File: config.mk
export PLATFORM = sky130hd
export DESIGN_NAME = mbb_tint
export DESIGN_NICKNAME = d
export VERILOG_FILES = /design/src/mbb_tint.sv
export SDC_FILE = /design/constraint.sdc
export NUM_CORES = 1
export LEC_CHECK = 0
export BUFFER_PORTS_ARGS = -buffer_cell sky130_fd_sc_hd__buf_2
export CAP_MARGIN = 30
export CORE_MARGIN = 1.5
export CORE_UTILIZATION = 38
export DETAILED_ROUTE_END_ITERATION = 8
export PLACE_DENSITY_LB_ADDON = 0.12
export SYNTH_ARGS = -nofsm -noshare
export SYNTH_HDL_FRONTEND = slang
export SYNTH_SLANG_ARGS = --single-unit
File: constraint.sdc
create_clock -name vclk -period 11.3
set_input_delay 1.13 -clock vclk [all_inputs]
set_output_delay 1.13 -clock vclk [all_outputs]
set_load 0.02 [all_outputs]
File: src/mbb_tint.sv
// one channel of the tint blend: floor((d*(255-c) + c*c) / 255)
`default_nettype none

module mbb_tint (
	input  wire logic [7:0] d,
	input  wire logic [7:0] c,
	output logic      [7:0] v
);

	logic [15:0] keep_p, tint_p;
	logic [16:0] num, quo;

	assign keep_p = d * (8'd255 - c);
	assign tint_p = c * c;
	assign num    = 17'(keep_p) + 17'(tint_p);

	// exact divide by 255 for a quotient up to 255
	assign quo = (num + (num >> 8) + 17'd1) >> 8;
	assign v   = quo[7:0];

endmodule

`default_nettype wire

==> Flow_metrics.wiki <==
{| class="wikitable"
! Metric !! Value
|-
| Library cell occupying the most area in the post-synthesis netlist || sky130_fd_sc_hd__fa_1
|-
| Share of the clock period used by the worst path after layout || 95.2%
|-
| # Post-CTS Setup Buffers || 0
|-
| Effective utilization at floorplan || 39.2%
|-
| Mean number of vias per cell || 4.77
|-
| Worst-margin pin slew || 559 ps
|-
| Arithmetic-cell share of the synthesized area counting full adders, half adders and majority gates || 53.3%
|-
| Largest net degree at the start of global routing || 18
|-
| Highest attainable clock frequency || 0.0930 GHz
|-
| Cell with the most instances on the worst path || sky130_fd_sc_hd__fa_1
|-
| Count of input and output buffers || 24
|-
| Share of the yosys chip area belonging to registers || 0%
|-
| Max_slew headroom || 62.7%
|-
| Critical path required time || 10170 ps
|-
| Area overhead of the layout relative to synthesis || 7.50%
|-
| Total area of sequential cells || 0 um^2
|-
| Antenna cell count || 0
|-
| Synthesized net count || 732
|-
| Vertical die dimension || 114 um
|-
| Top cells by instance count after synthesis || 146 x sky130_fd_sc_hd__inv_1, 78 x sky130_fd_sc_hd__ha_1, 77 x sky130_fd_sc_hd__fa_1
|-
| Complex-gate fraction of the synthesized area || 9.96%
|-
| Number of core rows || 40
|-
| Number of hold violations in the final report || 0
|-
| Xor and xnor area share after synthesis || 6.44%
|-
| Total I/O pin count || 24
|-
| Mapped Area || 4720 um^2
|-
| DIE WIDTH || 114 um
|-
| Final #Nets || 753
|-
| Worst path max stage delay || 530 ps
|-
| Sum Neg Setup Slack || 0 ps
|-
| Status || finished, final reports clean
|-
| Yosys Warn Count || 0
|-
| Drt first-iter violations || 91
|-
| Maximum fanout count along the critical path || 7
|-
| Remaining Overflow, GRT || 0
|-
| Total of clock buffers placed in the layout || 0
|-
| Antenna violations before repair || 0
|-
| Area fraction in and, or, nand and nor cells after synthesis || 17.1%
|-
| Post-route ant nets || 0
|-
| Final setup violation count || 0
|-
| Multiplexer area fraction after synthesis || 0.636%
|-
| Via count of the first global-routing pass || 3497
|-
| Worst hold-check slack || 3370 ps
|-
| First-pass GRT wire length || 16800 um
|-
| Cell with the most instances after synthesis || sky130_fd_sc_hd__inv_1
|-
| Min Clock Period, post-route || 10760 ps
|-
| Quantity of hold-fixing buffers added after cts || 0
|-
| Max-slew violation total from the final report || 0
|-
| Total routing resource utilization after global routing || 15.8%
|-
| Syn_area_per_cell || 8.42 um^2
|-
| Critical Setup Path Class || in2out
|-
| Worst path bufs/invs || 8
|-
| Type of the worst min-delay path || in2out
|-
| Critical Path AT || 9630 ps
|-
| Routed vias || 3568
|-
| Top cell family by delay on the critical path || adder cells
|-
| Final wirelength || 9710 um
|-
| Dominant combinational cell family by area after synthesis || adder cells
|-
| Number of detailed-route iterations in the first pass || 4
|-
| Cell with the biggest individual delay on the critical path || sky130_fd_sc_hd__fa_1
|-
| Instance count of the mapped netlist || 561
|-
| Post-DR wirelength/cell || 13.0 um
|-
| Unrepaired setup endpoints after global routing || false
|-
| Core footprint || 12100 um^2
|-
| Synth top area cells || sky130_fd_sc_hd__fa_1 33%, sky130_fd_sc_hd__ha_1 21%, sky130_fd_sc_hd__inv_1 12%
|-
| Layout sequential cell count || 0
|-
| Sort of element at the end of the critical path || output port
|-
| Gates resized, CTS repair || 0
|-
| Fraction of post-synthesis cell area in the top cell type by area || 32.6%
|-
| Placed wire-length estimate || 8480 um
|-
| Kind of start point of the critical path || input pin
|-
| Unique masters post-synth || 52
|-
| Ratio of cells with drive above 1 in the final layout || 8.10%
|-
| DRC violation count after routing || 0
|-
| RD Place Congestion || 0.815
|-
| Utilization after layout || 42.1%
|-
| Maximum capacitance violations || 0
|-
| Die area || 13100 um^2
|}
## area by class of cell
class / count / area, um^2
tap: 168 / 210
multi-input combinational: 404 / 4150
inverter: 146 / 552
timing repair buffer: 30 / 165
fill: 1252 / 6980
## routing by layer
layer / up-vias / global-route usage, % / routed length, um
li1: 1773 / - / -
met1: 1757 / 22.8 / 4590
met2: 36 / 28.3 / 4900
met3: 2 / 0.106 / 206
met4: 0 / 0.167 / 10
met5: - / 0 / 0
## placed cells by master (no fill, tap or decap), types with 4 or more instances in the layout
master                     instances
sky130_fd_sc_hd__inv_1           145
sky130_fd_sc_hd__ha_1             78
sky130_fd_sc_hd__fa_1             77
sky130_fd_sc_hd__nor2b_1          41
sky130_fd_sc_hd__nand2_1          35
sky130_fd_sc_hd__buf_2            24
sky130_fd_sc_hd__a21oi_1          21
sky130_fd_sc_hd__xnor2_1          19
sky130_fd_sc_hd__nand2b_1         17
sky130_fd_sc_hd__and2_1           15
sky130_fd_sc_hd__nor2_1           12
sky130_fd_sc_hd__xor2_1           12
sky130_fd_sc_hd__nand3_1           7
sky130_fd_sc_hd__a21o_1            6
sky130_fd_sc_hd__buf_4             6
sky130_fd_sc_hd__and3_1            5
sky130_fd_sc_hd__o21a_1            5
sky130_fd_sc_hd__o21ai_0           4
## worst paths after layout
kind / slack [ps] / cells after the start / endpoint / startpoint
max: 540 / 34 / v[3] / c[2]
min: 3370 / 7 / v[1] / d[0]
## worst min-delay path, stage by stage
cell and delay (ps):
sky130_fd_sc_hd__buf_2 210, sky130_fd_sc_hd__or4_1 170, sky130_fd_sc_hd__a21oi_2 50, sky130_fd_sc_hd__nor3_1 220, sky130_fd_sc_hd__a31oi_2 190, sky130_fd_sc_hd__xnor2_1 120, sky130_fd_sc_hd__buf_2 150
## logic make-up after synthesis
logic type	after synthesis
AO/OA/AOI/OAI	65
XOR/XNOR	33
adder cells (fa/ha/maj)	155
buffers and inverters	157
multiplexers	3
other	1
AND/OR/NAND/NOR	147
## per-stage QoR
step	instances	worst slack (ps)	cell area [um^2]
after global placement	748	298	5060
after floorplan	561	606	4720
final	748	544	5080
after detailed placement	748	173	5060
after CTS	748	140	5060
after global routing	748	3.69	5080
Power is not shown: default switching activity piles up to over one toggle a cycle in this logic, so the estimate is an artifact.
