===== src/mbb_pkg.sv =====
// shared types and codes of the masked blend blit
`default_nettype none

package mbb_pkg;

	// pixel word width, three 8-bit channels with channel 0 in the low byte
	localparam int PIX_W = 24;

	// command opcodes
	localparam logic [1:0] OP_PIXEL   = 2'd0;
	localparam logic [1:0] OP_READ    = 2'd1;
	localparam logic [1:0] OP_RESTART = 2'd2;

	// skip causes
	localparam logic [1:0] SKIP_NONE     = 2'd0;
	localparam logic [1:0] SKIP_MASKED   = 2'd1;
	localparam logic [1:0] SKIP_CLIPPED  = 2'd2;
	localparam logic [1:0] SKIP_PAST_END = 2'd3;

	// configuration register indexes
	localparam logic [2:0] CFG_SCREEN_WIDTH  = 3'd0;
	localparam logic [2:0] CFG_SCREEN_HEIGHT = 3'd1;
	localparam logic [2:0] CFG_SPRITE_WIDTH  = 3'd2;
	localparam logic [2:0] CFG_SPRITE_HEIGHT = 3'd3;
	localparam logic [2:0] CFG_ORIGIN_COLUMN = 3'd4;
	localparam logic [2:0] CFG_ORIGIN_ROW    = 3'd5;
	localparam logic [2:0] CFG_BLEND_MODE    = 3'd6;

	// command word
	typedef struct packed {
		logic [1:0] opcode;
		logic [7:0] src_channel0;
		logic [7:0] src_channel1;
		logic [7:0] src_channel2;
		logic       src_visible;
		logic [5:0] read_column;
		logic [5:0] read_row;
	} mbb_in_t;

	// result word
	typedef struct packed {
		logic [7:0] out_channel0;
		logic [7:0] out_channel1;
		logic [7:0] out_channel2;
		logic       did_write;
		logic [1:0] skip_cause;
	} mbb_out_t;

	// configuration registers, origins are two's complement
	typedef struct packed {
		logic [6:0] screen_width;
		logic [6:0] screen_height;
		logic [6:0] sprite_width;
		logic [6:0] sprite_height;
		logic [7:0] origin_column;
		logic [7:0] origin_row;
		logic       blend_mode;
	} mbb_cfg_t;

	// access decision for one command word
	typedef struct packed {
		logic       write_en;
		logic       read_en;
		logic [1:0] cause;
	} mbb_loc_t;

endpackage

`default_nettype wire


===== src/mbb_locate.sv =====
// scan position, clipping and frame address for each command word
`default_nettype none

module mbb_locate #(
	parameter int MAX_DIMENSION = 64,
	parameter int FRAME_PIXELS = 4096,
	localparam int AW = $clog2(FRAME_PIXELS)
) (
	input  wire logic              clk,
	input  wire logic              arst_n,
	input  wire logic              take,
	input  wire mbb_pkg::mbb_in_t  cmd,
	input  wire mbb_pkg::mbb_cfg_t cfg,
	output mbb_pkg::mbb_loc_t      loc,
	output logic [AW-1:0]          addr
);

	localparam int DimCap = (MAX_DIMENSION > 127) ? 127 : MAX_DIMENSION;
	localparam int IW = (AW + 1 > 15) ? AW + 1 : 15;

	logic [6:0]        sw, sh, spw, sph;
	logic [6:0]        scan_col_q, scan_row_q;
	logic [7:0]        col_inc;
	logic signed [9:0] dc, dr;
	logic              past_end, pix_in_screen, rd_in_screen, idx_ok;
	logic [6:0]        col_sel, row_sel;
	logic [13:0]       prod;
	logic [IW-1:0]     idx;

	// clamp dimensions
	assign sw  = (cfg.screen_width  > 7'(DimCap)) ? 7'(DimCap) : cfg.screen_width;
	assign sh  = (cfg.screen_height > 7'(DimCap)) ? 7'(DimCap) : cfg.screen_height;
	assign spw = (cfg.sprite_width  > 7'(DimCap)) ? 7'(DimCap) : cfg.sprite_width;
	assign sph = (cfg.sprite_height > 7'(DimCap)) ? 7'(DimCap) : cfg.sprite_height;

	// destination position of the current sprite pixel
	assign dc = $signed({{2{cfg.origin_column[7]}}, cfg.origin_column})
		+ $signed({3'b000, scan_col_q});
	assign dr = $signed({{2{cfg.origin_row[7]}}, cfg.origin_row})
		+ $signed({3'b000, scan_row_q});

	assign past_end = (spw == 7'd0) || (scan_row_q >= sph);
	assign pix_in_screen = !dc[9] && !dr[9]
		&& (dc[8:0] < {2'b00, sw}) && (dr[8:0] < {2'b00, sh});
	assign rd_in_screen = ({1'b0, cmd.read_column} < sw) && ({1'b0, cmd.read_row} < sh);

	// one shared row times width product
	assign col_sel = (cmd.opcode == mbb_pkg::OP_PIXEL) ? dc[6:0] : {1'b0, cmd.read_column};
	assign row_sel = (cmd.opcode == mbb_pkg::OP_PIXEL) ? dr[6:0] : {1'b0, cmd.read_row};
	assign prod    = row_sel * sw;
	assign idx     = IW'(col_sel) + IW'(prod);
	assign idx_ok  = idx < IW'(FRAME_PIXELS);
	assign addr    = idx[AW-1:0];

	// access decision and skip cause
	always_comb begin
		loc = '0;
		case (cmd.opcode)
			mbb_pkg::OP_PIXEL: begin
				if (past_end) begin
					loc.cause = mbb_pkg::SKIP_PAST_END;
				end else if (!cmd.src_visible) begin
					loc.cause = mbb_pkg::SKIP_MASKED;
				end else if (!(pix_in_screen && idx_ok)) begin
					loc.cause = mbb_pkg::SKIP_CLIPPED;
				end else begin
					loc.write_en = 1'b1;
				end
			end
			mbb_pkg::OP_READ: begin
				if (rd_in_screen && idx_ok) begin
					loc.read_en = 1'b1;
				end else begin
					loc.cause = mbb_pkg::SKIP_CLIPPED;
				end
			end
			default: begin
				loc = '0;
			end
		endcase
	end

	assign col_inc = {1'b0, scan_col_q} + 8'd1;

	// scan position, wraps at the sprite width
	always_ff @(posedge clk or negedge arst_n) begin
		if (!arst_n) begin
			scan_col_q <= '0;
			scan_row_q <= '0;
		end else if (take) begin
			case (cmd.opcode)
				mbb_pkg::OP_PIXEL: begin
					if (!past_end) begin
						if (col_inc >= {1'b0, spw}) begin
							scan_col_q <= '0;
							scan_row_q <= scan_row_q + 7'd1;
						end else begin
							scan_col_q <= col_inc[6:0];
						end
					end
				end
				mbb_pkg::OP_RESTART: begin
					scan_col_q <= '0;
					scan_row_q <= '0;
				end
				default: begin
					scan_col_q <= scan_col_q;
				end
			endcase
		end
	end

endmodule

`default_nettype wire


===== config.mk =====
export PLATFORM = sky130hd
export DESIGN_NAME = mbb_locate
export DESIGN_NICKNAME = d
export VERILOG_FILES = /design/src/mbb_pkg.sv /design/src/mbb_locate.sv
export SDC_FILE = /design/constraint.sdc
export NUM_CORES = 1
export LEC_CHECK = 0
export ABC_AREA = 0
export BUFFER_PORTS_ARGS = -buffer_cell sky130_fd_sc_hd__buf_4
export CAP_MARGIN = 20
export CORE_ASPECT_RATIO = 0.9
export CORE_MARGIN = 5
export CORE_UTILIZATION = 55
export DETAILED_ROUTE_END_ITERATION = 7
export PLACE_DENSITY = 0.82
export SYNTH_ARGS = -nofsm -noshare
export SYNTH_HDL_FRONTEND = slang
export SYNTH_SLANG_ARGS = --single-unit

===== constraint.sdc =====
create_clock -name clk -period 14.95 [get_ports clk]
set_clock_uncertainty 0.15 [all_clocks]
set_input_delay 2.99 -clock clk [delete_from_list [all_inputs] [get_ports clk]]
set_output_delay 2.99 -clock clk [all_outputs]
set_load 0.03 [all_outputs]

==> results of run 1 <==
-- layout by cell type (no fill, tap or decap), types with 7 or more instances in the layout --
cell and n:
buf_4 77, a21o_1 8, inv_1 57, o21ai_0 28
nand3_1 12, dfrtp_1 14, o21a_1 13, nor3_1 9
fa_1 33, ha_1 90, nand2b_1 8, or2_2 7
mux2i_1 8, nor2b_1 10, nand2_1 40, xnor2_1 18
a21oi_1 27, nor2_1 66
-- power groups by stage --
stage / Combinational, mW / Sequential, mW / Clock (mW)
finish: 0.414 / 0.0542 / 0.0319
global route: 0.465 / 0.0555 / 0.0329
CTS: 0.417 / 0.0540 / 0.0317
detailed placement: 0.413 / 0.0547 / 0
global placement: 0.400 / 0.0543 / 0
floorplan: 0.301 / 0.0514 / 0
-- cells by family (layout without fill, tap and decap cells) --
logic type	Yosys count	count (layout)	synth area share
and+or+nand+nor	175	175	0.192
buffers and inverters	64	139	0.0579
muxes	9	9	0.0213
AOI/OAI and AO/OA	117	117	0.189
DFF	14	14	0.0815
adders and majority gates	123	123	0.416
xor gates and xnor gates	21	21	0.0428
-- critical path, stage by stage --
cell	delay (ps)
buf_4	80
ha_1	150
inv_1	50
fa_1	410
nor2b_1	150
o21a_1	150
o21a_1	180
nor2_1	90
mux2i_1	510
nor2_1	130
fa_1	530
inv_1	50
fa_1	470
inv_1	50
fa_1	530
inv_1	60
fa_1	530
inv_1	40
ha_1	240
or3_1	370
o221a_2	270
a31oi_2	210
xnor2_1	90
a211o_1	320
nor3_1	350
buf_4	230
-- metrics by stage --
| step | power, mW | cell area, um^2 | utilization | hold slack (ps) | setup WS (ps) |
|---|---|---|---|---|---|
| after detailed placement | 0.467 | 4960 | 0.655 | 424 | 2670 |
| after global routing | 0.554 | 5020 | 0.662 | 475 | 2170 |
| final | 0.500 | 5020 | 0.662 | 446 | 2590 |
| after CTS | 0.502 | 5010 | 0.660 | 432 | 2640 |
| after global placement | 0.454 | 4960 | 0.655 | 415 | 2740 |
| after floorplan | 0.352 | 4300 | - | 378 | 3170 |
-- worst paths after layout --
| path | slack (ps) | cells past startpoint | endpoint |
|---|---|---|---|
| hold reg to reg | 450 | 1 | scan_col_q[5] |
| max in group asynchronous | 12040 | 1 | scan_row_q[0] |
| hold / removal | 450 | 1 | scan_col_q[5] |
| min in group asynchronous | 2430 | 1 | scan_col_q[1] |
| setup / recovery | 2590 | 26 | loc[2] |
| setup reg to reg | 11660 | 10 | scan_row_q[0] |
-- flip-flops by register name, indices dropped and copies added (netlist names) --
name and cells:
scan_row_q 7, scan_col_q 7
-- layout make-up --
cell class / count / area (um^2) / share of cell area
multi-input cells: 445 / 3700 / 0.737
inverters: 58 / 218 / 0.0434
flip-flops and latches: 14 / 350 / 0.0698
clock buffers: 3 / 41.3 / 0.00823
well taps: 96 / 120 / 0.0239
repair buffers: 78 / 589 / 0.117
-- routing by layer --
layer / up-vias / GRT usage / part of all wire
met1: 1926 / 0.320 / 0.46
li1: 1982 / - / -
met5: - / 0 / 0
met2: 135 / 0.350 / 0.46
met3: 8 / 0.0304 / 0.067
met4: 0 / 0.0270 / 0.0075
==> results.py, run 1 <==
metrics = {
    "cts": {
        "numCtsBuffers": 3,
        "root_buffer": "clkbuf_8",
        "cts.clk_slew.worst_paths_ps": 60,
        "clk_latency_ps": 250,
        "cts_resized": 0,
        "ctsLongestPathBuffers": 2,
        "cts_tree": "done",
        "post_cts_buffers": 0,
        "h-tree-depth": 1,
        "clkSinkCount": 14,
        "hold_buffers": 0,
    },
    "sta": {
        "hold_viol": 0,
        "min_period_ps": 12360,
        "worst_pin_slew_ps": 742,
        "fin_setup_tns_ps": 0,
        "setup_viol": 0,
        "rsz0062_at_grt": "false",
        "finalCritPeriodShare": 0.827,
        "maxSlewHeadroom": 0.492,
        "clock.fmax_mhz": 80.9,
        "drv_slew": 0,
    },
    "logic_synthesis": {
        "synth.most_common_cell": "ha_1",
        "synthArstFlopShare": 1.00,
        "yosysSeqAreaShare": 0.0815,
        "netlist_area_mm2": 0.00430,
        "yosys-top-cells-area": "ha_1 26%, fa_1 15%, dfrtp_1 8.2%, nor2_1 5.8%, inv_1 5.0%",
        "synth-edff-count": 0,
        "synthCells": 523,
        "synth_top_cell_by_area": "ha_1",
        "synthTopCellsByCount": "90 x ha_1, 66 x nor2_1, 57 x inv_1",
        "synth.net_count": 733,
        "ys_ff_latch": 14,
        "synth_top_cell_area_share": 0.262,
        "yosysUniqueCellTypes": 60,
        "yosysWarnings": 0,
        "synth_ff_type": "dfrtp_1",
        "syn_avg_cell_area_um2": 8.22,
    },
    "finish": {
        "diodes": 0,
        "fillers": 652,
        "fin_cells": 694,
        "area_delta_synth_final_pct": 16.7,
        "finalNetCount": 810,
        "drive_above_1_share": 0.172,
    },
    "global_routing": {
        "grt-ovfl-total": 0,
        "antenna_found_initial": 0,
        "grt_max_degree": 15,
        "grt_pass1_vias": 3909,
        "grt_pass1_wl_um": 17600,
        "globalRouteTotalUtil": 0.219,
    },
    "setup_path": {
        "critPathLaunchType": "input pin",
        "path_class": "input pin to output port",
        "worstSetupEndpointType": "output port",
        "arrival_ps": 9220,
        "cp_max_fo": 7,
        "cp-startpoint": "cfg[1]",
        "crit_required_ps": 11810,
        "r2r_start": "scan_col_q[0]",
    },
    "min_path": {
        "hold_path.class": "flip-flop to flip-flop",
        "hp-start": "scan_col_q[5]",
    },
    "place": {
        "dpl.cell_count": 690,
        "hpwl_um": 8950,
        "port_buffers": 77,
        "gp_congestion": 0.860,
    },
    "detailed_routing": {
        "via_count": 4051,
        "vias_per_cell": 5.84,
        "drt-initial-drc-count": 244,
        "wirelength_um": 10500,
        "first_pass_iters": 5,
        "postRouteAntennaNets": 0,
        "drc_errors": 0,
        "wl_per_cell_um": 15.1,
    },
    "floorplan": {
        "initial_core_util": 0.567,
        "design.core.area_mm2": 0.00758,
        "dieArea_mm2": 0.00968,
        "rows": 30,
        "die_x_um": 103,
        "boundaryPins": 103,
        "die_h_um": 93.9,
    },
    "power": {
        "power.internal_uw": 236,
        "p_per_area_mw_per_mm2": 99.6,
        "p_leak_nw": 2.58,
        "comb_power_share": 0.828,
        "seqPwrFrac": 0.108,
        "max-vdd-ir-drop_mv": 0.0713,
        "switching_share": 0.529,
        "switching_power_uw": 264,
        "clock_power_share": 0.064,
    },
    "job": {
        "drv_cap": 0,
    },
    "outcome": {
        "status": "complete, no violations",
    },
}
Note: power is estimated with default switching activity, not from simulation.
==> run 2: changes to the inputs <==
- clock period: 14.95 -> 11.6 ns (I/O delays scaled with it)
==> run 2 against run 1 <==
Compared with the run above: global-route usage down 0.33 points; first-iteration DRC count down 28%; via count down 2.2%; final cell count up 0.14%; non-clock buffer count up 1; clock power up 31%; critical path depth up 1; combinational power up 29%; worst hold slack worse by 6.6 ps; utilization about the same; design area about the same.
==> results.py, run 2 (synthesis results as in run 1) <==
metrics = {
    "cts": {
        "root_buffer": "clkbuf_8",
        "hold_buffers": 0,
        "h-tree-depth": 1,
        "numCtsBuffers": 3,
        "ctsLongestPathBuffers": 2,
        "clkSinkCount": 14,
        "cts.clk_slew.worst_paths_ps": 60,
        "post_cts_buffers": 0,
        "cts_tree": "done",
        "clk_latency_ps": 250,
        "cts_resized": 0,
    },
    "place": {
        "gp_congestion": 0.856,
        "post_dp_cell_area_mm2": 0.00498,
        "port_buffers": 77,
        "hpwl_um": 8950,
    },
    "floorplan": {
        "die_x_um": 103,
        "rows": 30,
        "initial_core_util": 0.567,
        "boundaryPins": 103,
        "dieArea_mm2": 0.00968,
        "design.core.area_mm2": 0.00758,
        "die_h_um": 93.9,
    },
    "sta": {
        "holdWs_ps": 440,
        "setup_viol": 0,
        "rsz0062_at_grt": "false",
        "fin_setup_tns_ps": 0,
        "hold_viol": 0,
        "clock.fmax_mhz": 91.1,
        "finalCritPeriodShare": 0.947,
        "maxSlewHeadroom": 0.504,
        "min_period_ps": 10980,
        "drv_slew": 0,
        "worst_pin_slew_ps": 724,
    },
    "finish": {
        "finalNetCount": 811,
        "drive_above_1_share": 0.174,
        "area_delta_synth_final_pct": 16.8,
        "mostFrequentLayoutCell": "ha_1",
        "fillers": 663,
        "largestRegisters": "scan_col_q (7), scan_row_q (7)",
        "diodes": 0,
        "finalInstanceArea_mm2": 0.00502,
        "final_cell_mix": "90 x ha_1, 79 x buf_4, 66 x nor2_1",
    },
    "global_routing": {
        "grt_max_degree": 15,
        "grt_pass1_wl_um": 17200,
        "globalRouteTotalUtil": 0.215,
        "antenna_found_initial": 0,
        "grt-ovfl-total": 0,
        "grt_pass1_vias": 3832,
    },
    "detailed_routing": {
        "drc_errors": 0,
        "vias_per_cell": 5.70,
        "drt-initial-drc-count": 175,
        "wl_per_cell_um": 14.9,
        "postRouteAntennaNets": 0,
        "first_pass_iters": 5,
        "via_count": 3962,
        "wirelength_um": 10400,
    },
    "setup_path": {
        "r2r_slack_ps": 8390,
        "slowest_delay_ps": 540,
        "worstSetupEndpointType": "output port",
        "cp_max_fo": 7,
        "crit_slowest_cell": "fa_1",
        "r2r_start": "scan_col_q[0]",
        "path_class": "input pin to output port",
        "critPathLaunchType": "input pin",
        "crit_required_ps": 9130,
        "reg2reg_depth": 10,
        "worstReg2RegEnd": "scan_row_q[0]",
        "arrival_ps": 8510,
    },
    "min_path": {
        "hp-start": "scan_col_q[5]",
        "min_to": "scan_col_q[5]",
        "hold_path.class": "flip-flop to flip-flop",
        "hold_path_depth": 1,
    },
    "power": {
        "p_per_area_mw_per_mm2": 129,
        "max-vdd-ir-drop_mv": 0.119,
        "p_leak_nw": 2.58,
    },
    "outcome": {
        "status": "complete, no violations",
    },
    "job": {
        "drv_cap": 0,
    },
}
==> run 2: cell types whose count changed in the layout (fill, tap and decap cells not counted) <==
cell | before | now
buf_4 | 77 | 79
buf_6 | 1 | 0
==> run 2: layer usage <==
| metal | GRT usage | part of all wire |
|---|---|---|
| met3 | 0.0215 | 0.070 |
| met4 | 0.0119 | 0.0030 |
| met5 | 0 | 0 |
| met2 | 0.360 | 0.47 |
| met1 | 0.313 | 0.45 |
==> run 2: area by class of cell <==
| cell class | count | area [um^2] | area share |
|---|---|---|---|
| Clock buffer | 3 | 41.3 | 0.00822 |
| Inverter | 58 | 218 | 0.0434 |
| Multi-Input combinational cell | 445 | 3700 | 0.737 |
| Sequential cell | 14 | 350 | 0.0698 |
| Tap cell | 96 | 120 | 0.0239 |
| Timing Repair Buffer | 79 | 593 | 0.118 |
==> run 2: through the flow <==
step	worst slack (ps)	total power, mW	utilization	instances
floorplan	1160	0.454	-	523
global placement	802	0.586	0.657	692
detailed placement	656	0.606	0.657	692
CTS	624	0.651	0.662	695
global route	194	0.717	0.662	695
finish	618	0.646	0.662	695
==> run 2: worst max path at each step <==
stage               endpoint   start  depth (start not counted)
global route          loc[2]  cfg[1]                         27
CTS                   loc[2]  cfg[1]                         27
floorplan             loc[2]  cfg[1]                         24
global placement      loc[2]  cfg[1]                         26
detailed placement    loc[2]  cfg[1]                         27
finish                loc[2]  cfg[1]                         27
==> run 2: critical path: cells and delay by family <==
kind / cells / cell delay, ps
fa+ha+maj: 7 / 2960
simple gates: 5 / 790
buf+inv: 7 / 560
mux: 1 / 520
compound gates: 7 / 1350
==> run 2: where the power goes <==
group | internal (mW) | switching (mW) | leakage, nW
Clock | 0.0231 | 0.0188 | 0.0216
Combinational | 0.226 | 0.309 | 2.37
Sequential | 0.0560 | 0.0138 | 0.190
Total | 0.305 | 0.341 | 2.58
==> run 3: changes to the inputs <==
- CAP_MARGIN: 20 -> not set
- CORE_ASPECT_RATIO: 0.9 -> not set
- HOLD_SLACK_MARGIN: not set -> 0.15
==> run 3 against run 2 <==
Compared with the run above: first-iteration DRC count increased by 14%; via count rose by 2.7%; die area barely moved; utilization down 0.91 points; sequential share of layout area is the same; clock power shrank 3%; worst setup slack got worse by 6.1 ps; wire length increased by 1.9%.
==> results.py, run 3 (synthesis results as in run 1) <==
metrics = {
    "finish": {
        "final_cell_mix": "90 x ha_1, 78 x buf_4, 66 x nor2_1",
        "drive_above_1_share": 0.172,
        "finalNetCount": 810,
        "largestRegisters": "scan_col_q (7), scan_row_q (7)",
        "diodes": 0,
        "mostFrequentLayoutCell": "ha_1",
        "fin_cells": 700,
        "finalInstanceArea_mm2": 0.00502,
        "final_util": 0.653,
        "area_delta_synth_final_pct": 16.8,
    },
    "setup_path": {
        "worstSetupEndpointType": "output port",
        "path_class": "input pin to output port",
        "r2r_start": "scan_col_q[0]",
        "arrival_ps": 8520,
        "cp_max_fo": 7,
        "critPathLaunchType": "input pin",
        "crit_required_ps": 9130,
        "reg2reg_depth": 10,
        "worstReg2RegEnd": "scan_row_q[0]",
        "r2r_slack_ps": 8300,
    },
    "floorplan": {
        "die_x_um": 98.4,
        "rows": 32,
        "initial_core_util": 0.559,
        "dieArea_mm2": 0.00968,
        "die_h_um": 98.4,
        "design.core.area_mm2": 0.00769,
        "boundaryPins": 103,
    },
    "cts": {
        "clkSinkCount": 14,
        "cts.clk_slew.worst_paths_ps": 60,
        "root_buffer": "clkbuf_8",
        "ctsLongestPathBuffers": 2,
        "hold_buffers": 0,
        "cts_tree": "done",
        "clk_latency_ps": 240,
        "post_cts_buffers": 0,
        "h-tree-depth": 1,
        "numCtsBuffers": 3,
        "cts_resized": 0,
    },
    "min_path": {
        "hold_path.class": "flip-flop to flip-flop",
        "min_to": "scan_row_q[6]",
        "hp-start": "scan_row_q[6]",
        "hold_path_depth": 2,
    },
    "detailed_routing": {
        "vias_per_cell": 5.81,
        "via_count": 4067,
        "wl_per_cell_um": 15.1,
        "postRouteAntennaNets": 0,
        "wirelength_um": 10600,
        "drt-initial-drc-count": 199,
        "drc_errors": 0,
        "first_pass_iters": 4,
    },
    "sta": {
        "worst_pin_slew_ps": 708,
        "rsz0062_at_grt": "false",
        "clock.fmax_mhz": 91.0,
        "hold_viol": 0,
        "setup_viol": 0,
        "setup_ws_ps": 612,
        "finalCritPeriodShare": 0.947,
        "maxSlewHeadroom": 0.515,
        "drv_slew": 0,
        "min_period_ps": 10990,
        "holdWs_ps": 443,
        "fin_setup_tns_ps": 0,
    },
    "place": {
        "port_buffers": 77,
        "dpl.cell_count": 697,
        "hpwl_um": 9030,
        "post_dp_cell_area_mm2": 0.00498,
        "gp_congestion": 0.961,
        "pre_cts_slack_ps": 661,
    },
    "global_routing": {
        "grt-ovfl-total": 0,
        "globalRouteTotalUtil": 0.217,
        "antenna_found_initial": 0,
        "grt_pass1_vias": 4101,
        "grt_pass1_wl_um": 18000,
        "grt_max_degree": 15,
    },
    "power": {
        "p_leak_nw": 2.58,
        "power_uw": 646,
        "max-vdd-ir-drop_mv": 0.117,
        "p_per_area_mw_per_mm2": 129,
    },
    "job": {
        "drv_cap": 0,
    },
    "outcome": {
        "status": "complete, no violations",
    },
}
-- run 3: routing by layer --
metal	vias up	GRT usage	part of all wire
li1	1987	-	-
met5	-	0	0
met3	10	0.0314	0.077
met4	0	0.0294	0.010
met2	151	0.368	0.49
met1	1919	0.302	0.42
-- run 3: final cells by class --
class,instances,area [um^2]
inverter,58,218
multi-input combinational,445,3700
sequential,14,350
fill,670,2670
clock buffer,3,41.3
tap,102,128
timing repair buffer,78,586
-- run 3: worst max path at each step --
stage | startpoint | to | cells after the start
2_1_floorplan | cfg[1] | loc[2] | 24
3_3_place_gp | cfg[1] | loc[2] | 26
3_5_place_dp | cfg[1] | loc[3] | 27
4_1_cts | cfg[1] | loc[3] | 27
5_1_grt | cfg[1] | loc[3] | 27
6_report | cfg[1] | loc[3] | 26
-- run 3: worst max-delay path, cell delays in order --
cell and delay, ps:
buf_4 80, ha_1 150, inv_1 60, fa_1 410
nor2b_1 150, o21a_1 160, o21a_1 190, nor2_1 90
mux2i_1 520, nor2_1 130, fa_1 530, inv_1 50
fa_1 470, inv_1 50, fa_1 540, inv_1 60
fa_1 530, inv_1 40, ha_1 240, or3_1 360
o221a_2 270, a31oi_2 200, xnor2_1 80, a211o_1 310
nor4_2 330, buf_4 220
-- run 3: where the power goes --
part / switching [mW] / internal (mW)
Combinational: 0.309 / 0.226
Clock: 0.0175 / 0.0230
Sequential: 0.0141 / 0.0560
Total: 0.341 / 0.305
